[src/hdl/sesp_pkg.sv]
// ----------------------------------------------------------------------------
// sesp_pkg
// Shared types and constants for the signed-envelope stream parser: parse
// stages, byte-string reader phases, verdict codes, byte kinds and the
// per-byte result record.
// ----------------------------------------------------------------------------
`default_nettype none

package sesp_pkg;

  // Framing constants
  localparam logic [7:0] TagByte      = 8'hD2;
  localparam logic [7:0] ArrayByte    = 8'h84;
  localparam logic [7:0] EmptyMapByte = 8'hA0;
  localparam logic [7:0] BstrLen1Byte = 8'h58;
  localparam logic [7:0] BstrLen2Byte = 8'h59;
  localparam logic [7:0] BstrShortLo  = 8'h40;
  localparam logic [7:0] BstrShortHi  = 8'h57;
  localparam logic [7:0] ShortLenMax  = 8'd23;

  // Fixed sizes of the envelope
  localparam logic [15:0] SigBytes    = 16'd64;
  localparam logic [15:0] ProtBytes   = 16'd13;
  localparam logic [15:0] PrefixBytes = 16'd5;
  localparam logic [15:0] ContentMax  = 16'd4096;
  localparam int unsigned ObjectMin   = 86;

  typedef enum logic [2:0] {
    ST_TAG    = 3'd0,
    ST_ARRAY  = 3'd1,
    ST_PROT   = 3'd2,
    ST_UNPROT = 3'd3,
    ST_PAY    = 3'd4,
    ST_SIG    = 3'd5,
    ST_END    = 3'd6,
    ST_FAIL   = 3'd7
  } stage_e;

  typedef enum logic [2:0] {
    PH_HEAD   = 3'd0,
    PH_LEN1   = 3'd1,
    PH_LEN2HI = 3'd2,
    PH_LEN2LO = 3'd3,
    PH_BODY   = 3'd4
  } phase_e;

  typedef enum logic [3:0] {
    ERR_OK        = 4'd0,
    ERR_SIZE      = 4'd1,
    ERR_TAG       = 4'd2,
    ERR_ARRAY     = 4'd3,
    ERR_PROT_HDR  = 4'd4,
    ERR_PROT_SHP  = 4'd5,
    ERR_UNPROT    = 4'd6,
    ERR_PAY_HDR   = 4'd7,
    ERR_PAY_BOUND = 4'd8,
    ERR_SIG_HDR   = 4'd9,
    ERR_SIG_TRAIL = 4'd10
  } err_e;

  typedef enum logic [1:0] {
    KIND_FRAME = 2'd0,
    KIND_PAY   = 2'd1,
    KIND_SIG   = 2'd2
  } kind_e;

  typedef struct packed {
    kind_e       byte_kind;
    logic [7:0]  out_byte;
    logic        done_res;
    err_e        error_code;
    logic [63:0] root_identifier;
    logic [12:0] payload_length;
  } result_t;

  // Expected leading bytes of the protected header string
  function automatic logic [7:0] prot_prefix(input logic [2:0] idx);
    logic [7:0] val;
    case (idx)
      3'd0:    val = 8'hA2;
      3'd1:    val = 8'h01;
      3'd2:    val = 8'h28;
      3'd3:    val = 8'h04;
      3'd4:    val = 8'h48;
      default: val = 8'h00;
    endcase
    return val;
  endfunction

endpackage

`default_nettype wire

[src/hdl/sesp_core.sv]
// ----------------------------------------------------------------------------
// sesp_core
// Parser state and the per-byte update: byte-string reader, stage checks,
// first-error latch, object size count and the verdict on the last byte.
// ----------------------------------------------------------------------------
`default_nettype none

module sesp_core #(
  parameter int unsigned OBJECT_MAX = 4183
) (
  input  wire logic              clk_i,
  input  wire logic              rst_ni,
  input  wire logic              step_i,
  input  wire logic [7:0]        data_byte_i,
  input  wire logic              last_byte_i,
  output sesp_pkg::result_t      res_o
);
  import sesp_pkg::*;

  // Count saturates at OBJECT_MAX + 1
  localparam int unsigned CntW = $clog2(OBJECT_MAX + 2);
  localparam logic [CntW-1:0] ObjMax = CntW'(OBJECT_MAX);
  localparam logic [CntW-1:0] ObjMin = CntW'(ObjectMin);

  stage_e          stage_q, stage_d;
  phase_e          phase_q, phase_d;
  logic [15:0]     offset_q, offset_d;
  logic [15:0]     slen_q, slen_d;
  logic [CntW-1:0] count_q, count_d;
  logic [63:0]     kid_q, kid_d;
  err_e            ferr_q, ferr_d;
  logic            shape_q, shape_d;
  logic [12:0]     plen_q, plen_d;

  // Byte-string reader outputs
  phase_e          bs_phase;
  logic [15:0]     bs_len;
  logic [15:0]     bs_off;
  logic            bs_bad, bs_body, bs_done;

  logic            fail;
  err_e            fail_code;
  err_e            err;

  // Byte-string header / body reader
  always_comb begin
    bs_phase = phase_q;
    bs_len   = slen_q;
    bs_off   = offset_q;
    bs_bad   = 1'b0;
    bs_body  = 1'b0;
    bs_done  = 1'b0;
    case (phase_q)
      PH_HEAD: begin
        if (data_byte_i >= BstrShortLo && data_byte_i <= BstrShortHi) begin
          bs_len = {11'd0, data_byte_i[4:0]};
          bs_off = '0;
          if (data_byte_i[4:0] == 5'd0) begin
            bs_done = 1'b1;
          end else begin
            bs_phase = PH_BODY;
          end
        end else if (data_byte_i == BstrLen1Byte) begin
          bs_phase = PH_LEN1;
        end else if (data_byte_i == BstrLen2Byte) begin
          bs_phase = PH_LEN2HI;
        end else begin
          bs_bad = 1'b1;
        end
      end
      PH_LEN1: begin
        if (data_byte_i <= ShortLenMax) begin
          bs_bad = 1'b1;
        end else begin
          bs_len   = {8'd0, data_byte_i};
          bs_off   = '0;
          bs_phase = PH_BODY;
        end
      end
      PH_LEN2HI: begin
        bs_len   = {data_byte_i, 8'd0};
        bs_phase = PH_LEN2LO;
      end
      PH_LEN2LO: begin
        bs_len = {slen_q[15:8], data_byte_i};
        // non-minimal two-byte length
        if (slen_q[15:8] == 8'd0) begin
          bs_bad = 1'b1;
        end else begin
          bs_off   = '0;
          bs_phase = PH_BODY;
        end
      end
      default: begin
        bs_off  = offset_q + 16'd1;
        bs_body = 1'b1;
        bs_done = (bs_off == slen_q);
      end
    endcase
  end

  // Stage update and verdict
  always_comb begin
    stage_d   = stage_q;
    phase_d   = phase_q;
    offset_d  = offset_q;
    slen_d    = slen_q;
    kid_d     = kid_q;
    ferr_d    = ferr_q;
    shape_d   = shape_q;
    plen_d    = plen_q;
    fail      = 1'b0;
    fail_code = ERR_OK;
    err       = ERR_OK;
    res_o     = '0;

    count_d = (count_q <= ObjMax) ? count_q + 1'b1 : count_q;

    case (stage_q)
      ST_TAG: begin
        if (data_byte_i == TagByte) stage_d = ST_ARRAY;
        else begin fail = 1'b1; fail_code = ERR_TAG; end
      end
      ST_ARRAY: begin
        if (data_byte_i == ArrayByte) stage_d = ST_PROT;
        else begin fail = 1'b1; fail_code = ERR_ARRAY; end
      end
      ST_PROT: begin
        phase_d  = bs_phase;
        slen_d   = bs_len;
        offset_d = bs_off;
        if (bs_bad) begin
          fail = 1'b1; fail_code = ERR_PROT_HDR;
        end else begin
          if (bs_body) begin
            if (offset_q < PrefixBytes) begin
              if (data_byte_i != prot_prefix(offset_q[2:0])) shape_d = 1'b1;
            end else if (offset_q < ProtBytes) begin
              kid_d = {kid_q[55:0], data_byte_i};
            end
          end
          if (bs_done) begin
            phase_d = PH_HEAD;
            if (bs_len != ProtBytes || shape_d) begin
              fail = 1'b1; fail_code = ERR_PROT_SHP;
            end else begin
              stage_d = ST_UNPROT;
            end
          end
        end
      end
      ST_UNPROT: begin
        if (data_byte_i == EmptyMapByte) stage_d = ST_PAY;
        else begin fail = 1'b1; fail_code = ERR_UNPROT; end
      end
      ST_PAY: begin
        phase_d  = bs_phase;
        slen_d   = bs_len;
        offset_d = bs_off;
        if (bs_bad) begin
          fail = 1'b1; fail_code = ERR_PAY_HDR;
        end else begin
          if (bs_body) res_o.byte_kind = KIND_PAY;
          if (bs_done) begin
            phase_d = PH_HEAD;
            if (bs_len == 16'd0 || bs_len > ContentMax) begin
              fail = 1'b1; fail_code = ERR_PAY_BOUND;
            end else begin
              plen_d  = bs_len[12:0];
              stage_d = ST_SIG;
            end
          end
        end
      end
      ST_SIG: begin
        phase_d  = bs_phase;
        slen_d   = bs_len;
        offset_d = bs_off;
        if (bs_bad) begin
          fail = 1'b1; fail_code = ERR_SIG_HDR;
        end else begin
          if (bs_body) res_o.byte_kind = KIND_SIG;
          if (bs_done) begin
            phase_d = PH_HEAD;
            if (bs_len != SigBytes) begin
              fail = 1'b1; fail_code = ERR_SIG_TRAIL;
            end else begin
              stage_d = ST_END;
            end
          end
        end
      end
      ST_END: begin
        fail = 1'b1; fail_code = ERR_SIG_TRAIL;
      end
      default: ;
    endcase

    // First error wins; the rest of the object is ignored
    if (fail) begin
      if (ferr_q == ERR_OK) ferr_d = fail_code;
      stage_d = ST_FAIL;
    end

    if (res_o.byte_kind != KIND_FRAME) res_o.out_byte = data_byte_i;

    // Verdict on the last byte; size error outranks everything
    if (last_byte_i) begin
      if (count_d < ObjMin || count_d > ObjMax) begin
        err = ERR_SIZE;
      end else if (ferr_d != ERR_OK) begin
        err = ferr_d;
      end else begin
        case (stage_d)
          ST_TAG:    err = ERR_TAG;
          ST_ARRAY:  err = ERR_ARRAY;
          ST_PROT:   err = ERR_PROT_HDR;
          ST_UNPROT: err = ERR_UNPROT;
          ST_PAY:    err = ERR_PAY_HDR;
          ST_SIG:    err = ERR_SIG_HDR;
          default:   err = ERR_OK;
        endcase
      end
      res_o.done_res   = 1'b1;
      res_o.error_code = err;
      if (err == ERR_OK) begin
        res_o.root_identifier = kid_d;
        res_o.payload_length  = plen_d;
      end
      // back to reset for the next object
      stage_d  = ST_TAG;
      phase_d  = PH_HEAD;
      offset_d = '0;
      slen_d   = '0;
      count_d  = '0;
      kid_d    = '0;
      ferr_d   = ERR_OK;
      shape_d  = 1'b0;
      plen_d   = '0;
    end
  end

  // Parser state registers
  always_ff @(posedge clk_i or negedge rst_ni) begin
    if (!rst_ni) begin
      stage_q  <= ST_TAG;
      phase_q  <= PH_HEAD;
      offset_q <= '0;
      slen_q   <= '0;
      count_q  <= '0;
      kid_q    <= '0;
      ferr_q   <= ERR_OK;
      shape_q  <= 1'b0;
      plen_q   <= '0;
    end else if (step_i) begin
      stage_q  <= stage_d;
      phase_q  <= phase_d;
      offset_q <= offset_d;
      slen_q   <= slen_d;
      count_q  <= count_d;
      kid_q    <= kid_d;
      ferr_q   <= ferr_d;
      shape_q  <= shape_d;
      plen_q   <= plen_d;
    end
  end

endmodule

`default_nettype wire

[src/hdl/signed_envelope_stream_parser.sv]
// ----------------------------------------------------------------------------
// signed_envelope_stream_parser
// Byte-serial checker for a signed envelope object with payload/signature
// forwarding and a verdict on the last byte.
// ----------------------------------------------------------------------------
// Takes one object byte per cycle while out_ready_i does not stall the output
// and returns one result per byte. A byte is captured in an input register,
// the parser state is updated from that register and the result lands in an
// output register; the sustained rate of one byte per clock is limited only by
// back-pressure on out_ready_i. Payload bytes come out with byte_kind 1 and
// signature bytes with byte_kind 2; the last byte carries done_res, the
// error code and, when the code is zero, the root id and payload length.
// Bytes already forwarded must be dropped if the verdict is an error.
`default_nettype none

module signed_envelope_stream_parser #(
  parameter int unsigned OBJECT_MAX = 4183
) (
  input  wire logic        clk_i,
  input  wire logic        rst_ni,
  input  wire logic        in_valid_i,
  output logic             in_ready_o,
  input  wire logic [7:0]  data_byte_i,
  input  wire logic        last_byte_i,
  output logic             out_valid_o,
  input  wire logic        out_ready_i,
  output logic [1:0]       byte_kind_o,
  output logic [7:0]       out_byte_o,
  output logic             done_res_o,
  output logic [3:0]       error_code_o,
  output logic [63:0]      root_identifier_o,
  output logic [12:0]      payload_length_o
);
  import sesp_pkg::*;

  logic       in_v_q;
  logic [7:0] in_byte_q;
  logic       in_last_q;
  logic       out_v_q;
  result_t    res_q;
  result_t    res_d;
  logic       advance;
  logic       step;

  // Pipeline control: a request moves when the next stage is free
  assign advance    = !out_v_q || out_ready_i;
  assign step       = in_v_q && advance;
  assign in_ready_o = !in_v_q || step;

  // Input register
  always_ff @(posedge clk_i or negedge rst_ni) begin
    if (!rst_ni) begin
      in_v_q <= 1'b0;
    end else if (in_ready_o) begin
      in_v_q <= in_valid_i;
    end
  end

  always_ff @(posedge clk_i) begin
    if (in_valid_i && in_ready_o) begin
      in_byte_q <= data_byte_i;
      in_last_q <= last_byte_i;
    end
  end

  sesp_core #(
    .OBJECT_MAX (OBJECT_MAX)
  ) u_core (
    .clk_i       (clk_i),
    .rst_ni      (rst_ni),
    .step_i      (step),
    .data_byte_i (in_byte_q),
    .last_byte_i (in_last_q),
    .res_o       (res_d)
  );

  // Result register
  always_ff @(posedge clk_i or negedge rst_ni) begin
    if (!rst_ni) begin
      out_v_q <= 1'b0;
    end else if (advance) begin
      out_v_q <= in_v_q;
    end
  end

  always_ff @(posedge clk_i) begin
    if (step) begin
      res_q <= res_d;
    end
  end

  assign out_valid_o       = out_v_q;
  assign byte_kind_o       = res_q.byte_kind;
  assign out_byte_o        = res_q.out_byte;
  assign done_res_o        = res_q.done_res;
  assign error_code_o      = res_q.error_code;
  assign root_identifier_o = res_q.root_identifier;
  assign payload_length_o  = res_q.payload_length;

endmodule

`default_nettype wire
[config.mk]
export PLATFORM = sky130hd
export DESIGN_NAME = signed_envelope_stream_parser
export DESIGN_NICKNAME = d
export VERILOG_FILES = /design/src/hdl/sesp_pkg.sv /design/src/hdl/sesp_core.sv /design/src/hdl/signed_envelope_stream_parser.sv
export SDC_FILE = /design/constraint.sdc
export NUM_CORES = 1
export LEC_CHECK = 0
export ABC_CLOCK_PERIOD_IN_PS = 3850
export BUFFER_PORTS_ARGS = -buffer_cell sky130_fd_sc_hd__clkbuf_2
export CAP_MARGIN = 20
export CORE_ASPECT_RATIO = 0.6
export CORE_MARGIN = 1.5
export CORE_UTILIZATION = 41
export DETAILED_ROUTE_END_ITERATION = 10
export PLACE_DENSITY = 0.61
export SLEW_MARGIN = 20
export SYNTH_ARGS = -nofsm -noshare
export SYNTH_HDL_FRONTEND = slang
export SYNTH_SLANG_ARGS = --single-unit
[constraint.sdc]
create_clock -name clk_i -period 3.85 [get_ports clk_i]
set_input_delay 0.1925 -clock clk_i [delete_from_list [all_inputs] [get_ports clk_i]]
set_output_delay 0.1925 -clock clk_i [all_outputs]
set_load 0.03 [all_outputs]
Word level (Yosys, flattened, before mapping) --
Index checks and enable logic that the tools add are counted.
Storage, ports and cells: word-level logic and storage cells 204, output and inout port bits 94, register bits 236, input port bits 13
Cells by class: reduce and logical (&&, ||, !) cells 30, add/sub/neg operators 2, equality and inequality tests 32, multiplexer cells 112, $lt $le $gt $ge 9
Operators by type and width (number):
- $mux W64 | 6
- $mux W16 | 9
- $pmux W16 S4 | 2
- $mux W13 | 7
- $mux W82 | 1
- $mux W3 | 26
- $mux W77 | 1
- $mux W4 | 14
- $pmux W8 S5 | 1
- $mux W8 | 4
- $mux W1 | 28
- $pmux W4 S7 | 1
- $eq A3 B2 Y1 const B | 8
- $eq A8 B8 Y1 const B | 3
- $pmux W4 S6 | 1
- $eq A3 B3 Y1 const B | 6
- $pmux W3 S6 | 1
- $add A16 B1 Y16 const B | 1
- $eq A16 B16 Y1 | 1
- $eq A8 B7 Y1 const B | 2
- $gt A16 B13 Y1 const B | 1
- $logic_not A16 Y1 | 1
- $lt A16 B3 Y1 const B | 1
- $lt A16 B4 Y1 const B | 1
- 34 further kinds | 58

Logic depth before layout (Yosys ltp) --
word-level depth 27, mapped depth 16, depth with buffers taken out 12

Modules after synthesis --
A second synthesis with hierarchy kept.
Unflattened totals: cells, all modules 1165, area total of the unflattened synthesis 12781.0 µm²
By module, submodules not included:
- sesp_core | area each 9644.2 µm², cells each 1056, seq. area each 3328.2 µm², times used 1
- signed_envelope_stream_parser | area each 3136.8 µm², cells each 109, seq. area each 3083.0 µm², times used 1

Worst setup path before layout --
OpenSTA, ideal clock, no wires.
path kind reg2reg, from register out_v_q, in the netlist out_valid_o, to register u_core.count_q[7], period minus slack after synthesis 4272 ps, setup slack -422 ps, stages on the path, launching flop included 8, library setup time 136 ps, arrival time 4137 ps, path buffers 1, required time 3714 ps, cells stage by stage dfrtp_1 > nand2b_1 > nand2_1 > clkinv_1 > clkbuf_1 > o21ai_0 > nand2_1 > o21ai_0
Between the ends: word-level cells in the longest chain between the ends 3
Ends and longest elaborated chain:
- from (decl) | RTL line signed_envelope_stream_parser.sv:39 | logic out_v_q;
- from (signal assigned) | RTL line signed_envelope_stream_parser.sv:82 | out_v_q <= in_v_q;
- $logic_not A1 Y1 | RTL line signed_envelope_stream_parser.sv:46 | assign advance = !out_v_q || out_ready_i;
- $logic_or A1 B1 Y1 | RTL line signed_envelope_stream_parser.sv:46
- $logic_and A1 B1 Y1 | RTL line signed_envelope_stream_parser.sv:47 | assign step = in_v_q && advance;
- net step | RTL line signed_envelope_stream_parser.sv:43 | logic step;
- to (signal assigned) | RTL line sesp_core.sv:260 | count_q <= count_d;
- to (decl) | RTL line sesp_core.sv:29 | logic [CntW-1:0] count_q, count_d;
The timed path passes the listed nets, and every way through them passes these cells. A chain may end at the register's enable or synchronous reset.

Worst setup path after layout --
from register in_byte_q[7], to register res_q, in the netlist root_identifier_o[0], data pin
Between the ends: word-level cells in the longest chain between the ends 19, elaborated cells on any way between the ends 88, classes of those cells order compare: 4; eq/ne: 13; mux: 63; reduce/logical: 8
Ends and longest elaborated chain:
- from (decl) | RTL line signed_envelope_stream_parser.sv:37 | logic [7:0] in_byte_q;
- from (signal assigned) | RTL line signed_envelope_stream_parser.sv:61 | in_byte_q <= data_byte_i;
- parallel branches: the longest is 19 deep, another holds $gt A16 B13 Y1
- to (signal assigned) | RTL line signed_envelope_stream_parser.sv:88 | res_q <= res_d;
- to (decl) | RTL line signed_envelope_stream_parser.sv:40 | result_t res_q;
Parallel ways; which one is timed is not known. The select of a mux whose other input is x is not followed.

==> summary.json <==
{
  "max-clock-path-buffers": {"value": 3},
  "irDropWorstVdd": {"value": 0.000467, "unit": "V"},
  "postPlaceCellArea": {"value": 15800, "unit": "sq um"},
  "drtAntennaViolNets": {"value": 0},
  "cts_buffers": {"value": 25},
  "routed_via_density": {"value": 6.14},
  "route.final.wire_length": {"value": 44500, "unit": "um"},
  "static-leakage-power": {"value": 7.28, "unit": "nW"},
  "antenna_violations_before_repair": {"value": 0},
  "layout-drive-gt1-share": {"value": 28.9, "unit": "%"},
  "placementRows": {"value": 51},
  "grt_start_max_net_pins": {"value": 91},
  "routed_wire_length_per_instance": {"value": 21.8, "unit": "um"},
  "synthDistinctLibCells": {"value": 81},
  "drc_errors": {"value": 0},
  "wire_length_of_the_first_global_routing_pass": {"value": 65500, "unit": "um"},
  "mappedNetlistArea": {"value": 13600, "unit": "sq um"},
  "via_count_of_the_first_global_routing_pass": {"value": 11200},
  "final_nets": {"value": 1617},
  "path_clk_slew": {"value": 0.07, "unit": "ns"},
  "commonest_non_fill_non_tap_cells_in_the_layout": {"value": "174 x buf_4, 144 x o21ai_0, 134 x dfrtp_1, 105 x clkbuf_2, 102 x nor3_1"},
  "numClockSinks": {"value": 236},
  "post_route_setup_slack": {"value": -0.148, "unit": "ns"},
  "total_congestion_overflow": {"value": 0},
  "rsz0062_at_grt": {"value": "true"},
  "powerDensity": {"value": 469, "unit": "nW/um^2"},
  "yosysSeqAreaShare": {"value": 47.1, "unit": "%"},
  "finalSetupViolations": {"value": 79},
  "final_period_utilization": {"value": 104, "unit": "%"},
  "placed_cells_incl_taps": {"value": 1959},
  "worst-setup-path-type": {"value": "reg -> reg"},
  "postSynthCellCount": {"value": 1382},
  "die_w": {"value": 238, "unit": "um"},
  "io_pins": {"value": 107},
  "worstReg2RegStart": {"value": "in_byte_q[7]"},
  "critical_path.endpoint_type": {"value": "flip-flop"},
  "part_of_the_power_in_combinational_logic": {"value": 37.0, "unit": "%"},
  "initial_standard_cell_utilization_of_the_core": {"value": 41.9, "unit": "%"},
  "ctsRootBufferMaster": {"value": "clkbuf_16"},
  "switchingPower": {"value": 3.06, "unit": "mW"},
  "die_area": {"value": 34400, "unit": "sq um"},
  "antennaDiodeCount": {"value": 0},
  "clock_tree_from_tritoncts": {"value": "yes"},
  "drtPass1Iterations": {"value": 7},
  "report.power.total": {"value": 8.24, "unit": "mW"},
  "detailed_place_hpwl": {"value": 29700, "unit": "um"},
  "gr_util_all_layers": {"value": 24.4, "unit": "%"},
  "worstMarginPinSlew": {"value": 1.08, "unit": "ns"},
  "critical_path_peak_fanout": {"value": 11},
  "required": {"value": 4.14, "unit": "ns"},
  "drv.max_cap_violation_count": {"value": 0},
  "power.share.sequential": {"value": 34.4, "unit": "%"},
  "min_path_type": {"value": "in -> async"},
  "ys_dominant_reg_cell": {"value": "dfrtp_1"},
  "final_hold_viol_count": {"value": 0},
  "critPathLaunchType": {"value": "flip-flop"},
  "p_clk_share": {"value": 28.6, "unit": "%"},
  "buffer_ports.inserted": {"value": 106},
  "placement.setup.worst_slack": {"value": -0.175, "unit": "ns"},
  "drv_slew": {"value": 0},
  "finish.instance_area": {"value": 17600, "unit": "sq um"},
  "post_synth.cell_area_avg": {"value": 9.86, "unit": "sq um"},
  "mostFrequentLayoutCell": {"value": "buf_4"},
  "dr.first_iter.drc_count": {"value": 1352},
  "critical_path.startpoint": {"value": "in_byte_q[7]"},
  "design.core.area": {"value": 32500, "unit": "sq um"},
  "ys_ff_latch": {"value": 236},
  "final.fill_count": {"value": 2877},
  "clkLatencyLatePin": {"value": 0.55, "unit": "ns"},
  "vias_after_detailed_routing": {"value": 12500},
  "relSlewSlack": {"value": 27.5, "unit": "%"},
  "synth_edf_count": {"value": 101},
  "fmax": {"value": 250, "unit": "MHz"},
  "timing.clock.skew": {"value": 0.0138, "unit": "ns"},
  "final_wtd_congestion": {"value": 0.932},
  "clock_tree.htree_level_count": {"value": 1},
  "cp.arrival": {"value": 4.28, "unit": "ns"},
  "failed_checks": {"value": "setup timing"},
  "utilization": {"value": 54.0, "unit": "%"},
  "internal_power": {"value": 5.18, "unit": "mW"},
  "synthArstFlopShare": {"value": 57.2, "unit": "%"},
  "swShare": {"value": 37.2, "unit": "%"},
  "period_minus_ws_final": {"value": 4.00, "unit": "ns"},
  "synth.net_count": {"value": 1401},
  "run_status": {"value": "finished, violations left"},
  "yosys_warnings": {"value": 0},
  "area_delta_synth_final": {"value": 28.9, "unit": "%"},
  "chipHeight": {"value": 144, "unit": "um"},
  "instances_no_fill": {"value": 2041}
}
## registers in the layout, indices dropped and copies added, names as in the netlist, 2 cells and up
name / flops
byte_kind_o: 2
error_code_o: 4
in_byte_q: 8
out_byte_o: 8
payload_length_o: 13
root_identifier_o: 64
u_core.count_q: 13
u_core.ferr_q: 4
u_core.kid_q: 64
u_core.offset_q: 16
u_core.phase_q: 3
u_core.plen_q: 13
u_core.slen_q: 16
u_core.stage_q: 3
## layer usage
layer,vias up,track usage [%],share of wire [%]
met4,2,4.53,1.3
met2,557,31.9,39
met5,-,1.15,0.070
met1,6155,39.3,51
li1,5764,-,-
met3,52,6.09,9.1
## kinds of logic (layout without fill, tap and decap cells)
logic type      Yosys count  in the layout  share of synthesized area [%]
simple gates            473            473                           19.8
mux                      77             77                           5.66
xor+xnor                 28             28                           1.80
buf+inv                 154            389                           4.80
fa+ha+maj                 6              6                          0.551
flops                   236            236                           47.1
compound gates          408            408                           20.4
## cell usage after synthesis (all sizes together), types with 5 or more instances
| cell | n | share of area (%) |
|---|---|---|
| nand2 | 83 | 2.3 |
| o31ai | 14 | 0.81 |
| and2 | 11 | 0.51 |
| inv | 17 | 0.47 |
| and4 | 7 | 0.45 |
| nand4 | 20 | 0.92 |
| nand3b | 7 | 0.39 |
| a21oi | 46 | 1.7 |
| a31oi | 8 | 0.37 |
| nor2b | 18 | 0.83 |
| nor4 | 93 | 5.1 |
| nand3 | 18 | 0.66 |
| nor3 | 105 | 3.9 |
| buf | 28 | 1.3 |
| nand2b | 13 | 0.60 |
| clkbuf | 108 | 3.0 |
| a21o | 10 | 0.55 |
| ha | 6 | 0.55 |
| o22ai | 8 | 0.37 |
| a211o | 5 | 0.32 |
| o21a | 8 | 0.44 |
| a22o | 86 | 5.5 |
| xor2 | 13 | 0.84 |
| or3 | 11 | 0.51 |
| edfxtp | 101 | 22 |
| o21ai | 150 | 5.5 |
| and3 | 12 | 0.55 |
| xnor2 | 15 | 0.96 |
| or4 | 5 | 0.28 |
| nor2 | 49 | 1.4 |
| a211oi | 9 | 0.61 |
| dfrtp | 135 | 25 |
| nor3b | 5 | 0.39 |
| o211ai | 8 | 0.48 |
| mux2i | 77 | 5.7 |
## area by class of cell
class,count,area [sq um],share of cell area [%]
well taps,424,531,3.02
clock inverters,8,77.6,0.442
inverters,18,70.1,0.399
repair buffers,325,2610,14.9
multi-input cells,992,7150,40.7
flip-flops and latches,236,6410,36.5
clock buffers,38,704,4.01
## critical path, stage by stage, from the launching register on
cell and delay, ns:
edfxtp_1 0.48, or3b_4 0.46, nor3b_4 0.28, o31ai_2 0.11, or4_4 0.56, o21a_4 0.23
or3_4 0.37, a211oi_4 0.26, o211ai_1 0.13, buf_4 0.17, o211ai_4 0.22, buf_12 0.19
clkbuf_16 0.19, nor4_1 0.07
## stage by stage
stage,hold WS (ns),setup TNS (ns)
after detailed placement,0.343,-6.42
after global placement,0.343,-1.54
after global routing,0.353,-19.18
after floorplan,-0.103,0
after CTS,0.340,-5.66
final,0.284,-8.34
## path summary, 6_finish.rpt
kind                       slack, ns                    to  cells after the start
max                            -0.15  root_identifier_o[0]                     13
min                             0.28     u_core.count_q[7]                      2
max reg2reg                    -0.15  root_identifier_o[0]                     13
min reg2reg                     0.49           out_valid_o                      1
max in group asynchronous       2.62      u_core.kid_q[18]                      3
min in group clk_i              0.37          in_byte_q[0]                      2
## timing repair
action | CTS | global route
resized for setup | 16 | 91
pin swaps | 3 | 16
hold buffers | 13 | 0
endpoints found under the setup margin | 81 | 82
gates cloned | 0 | 9
hold endpoints to repair | 99 | 0
setup buffers | 3 | 11
## power by group through the flow
| stage | clock network [mW] | logic, mW | registers, mW |
|---|---|---|---|
| finish | 2.36 | 3.05 | 2.83 |
| global route | 2.50 | 3.20 | 2.84 |
| CTS | 2.40 | 2.38 | 2.83 |
| detailed placement | 0 | 2.30 | 2.88 |
| global placement | 0 | 2.30 | 2.88 |
| floorplan | 0 | 1.28 | 2.96 |
Power figures use the tool's default switching activity.
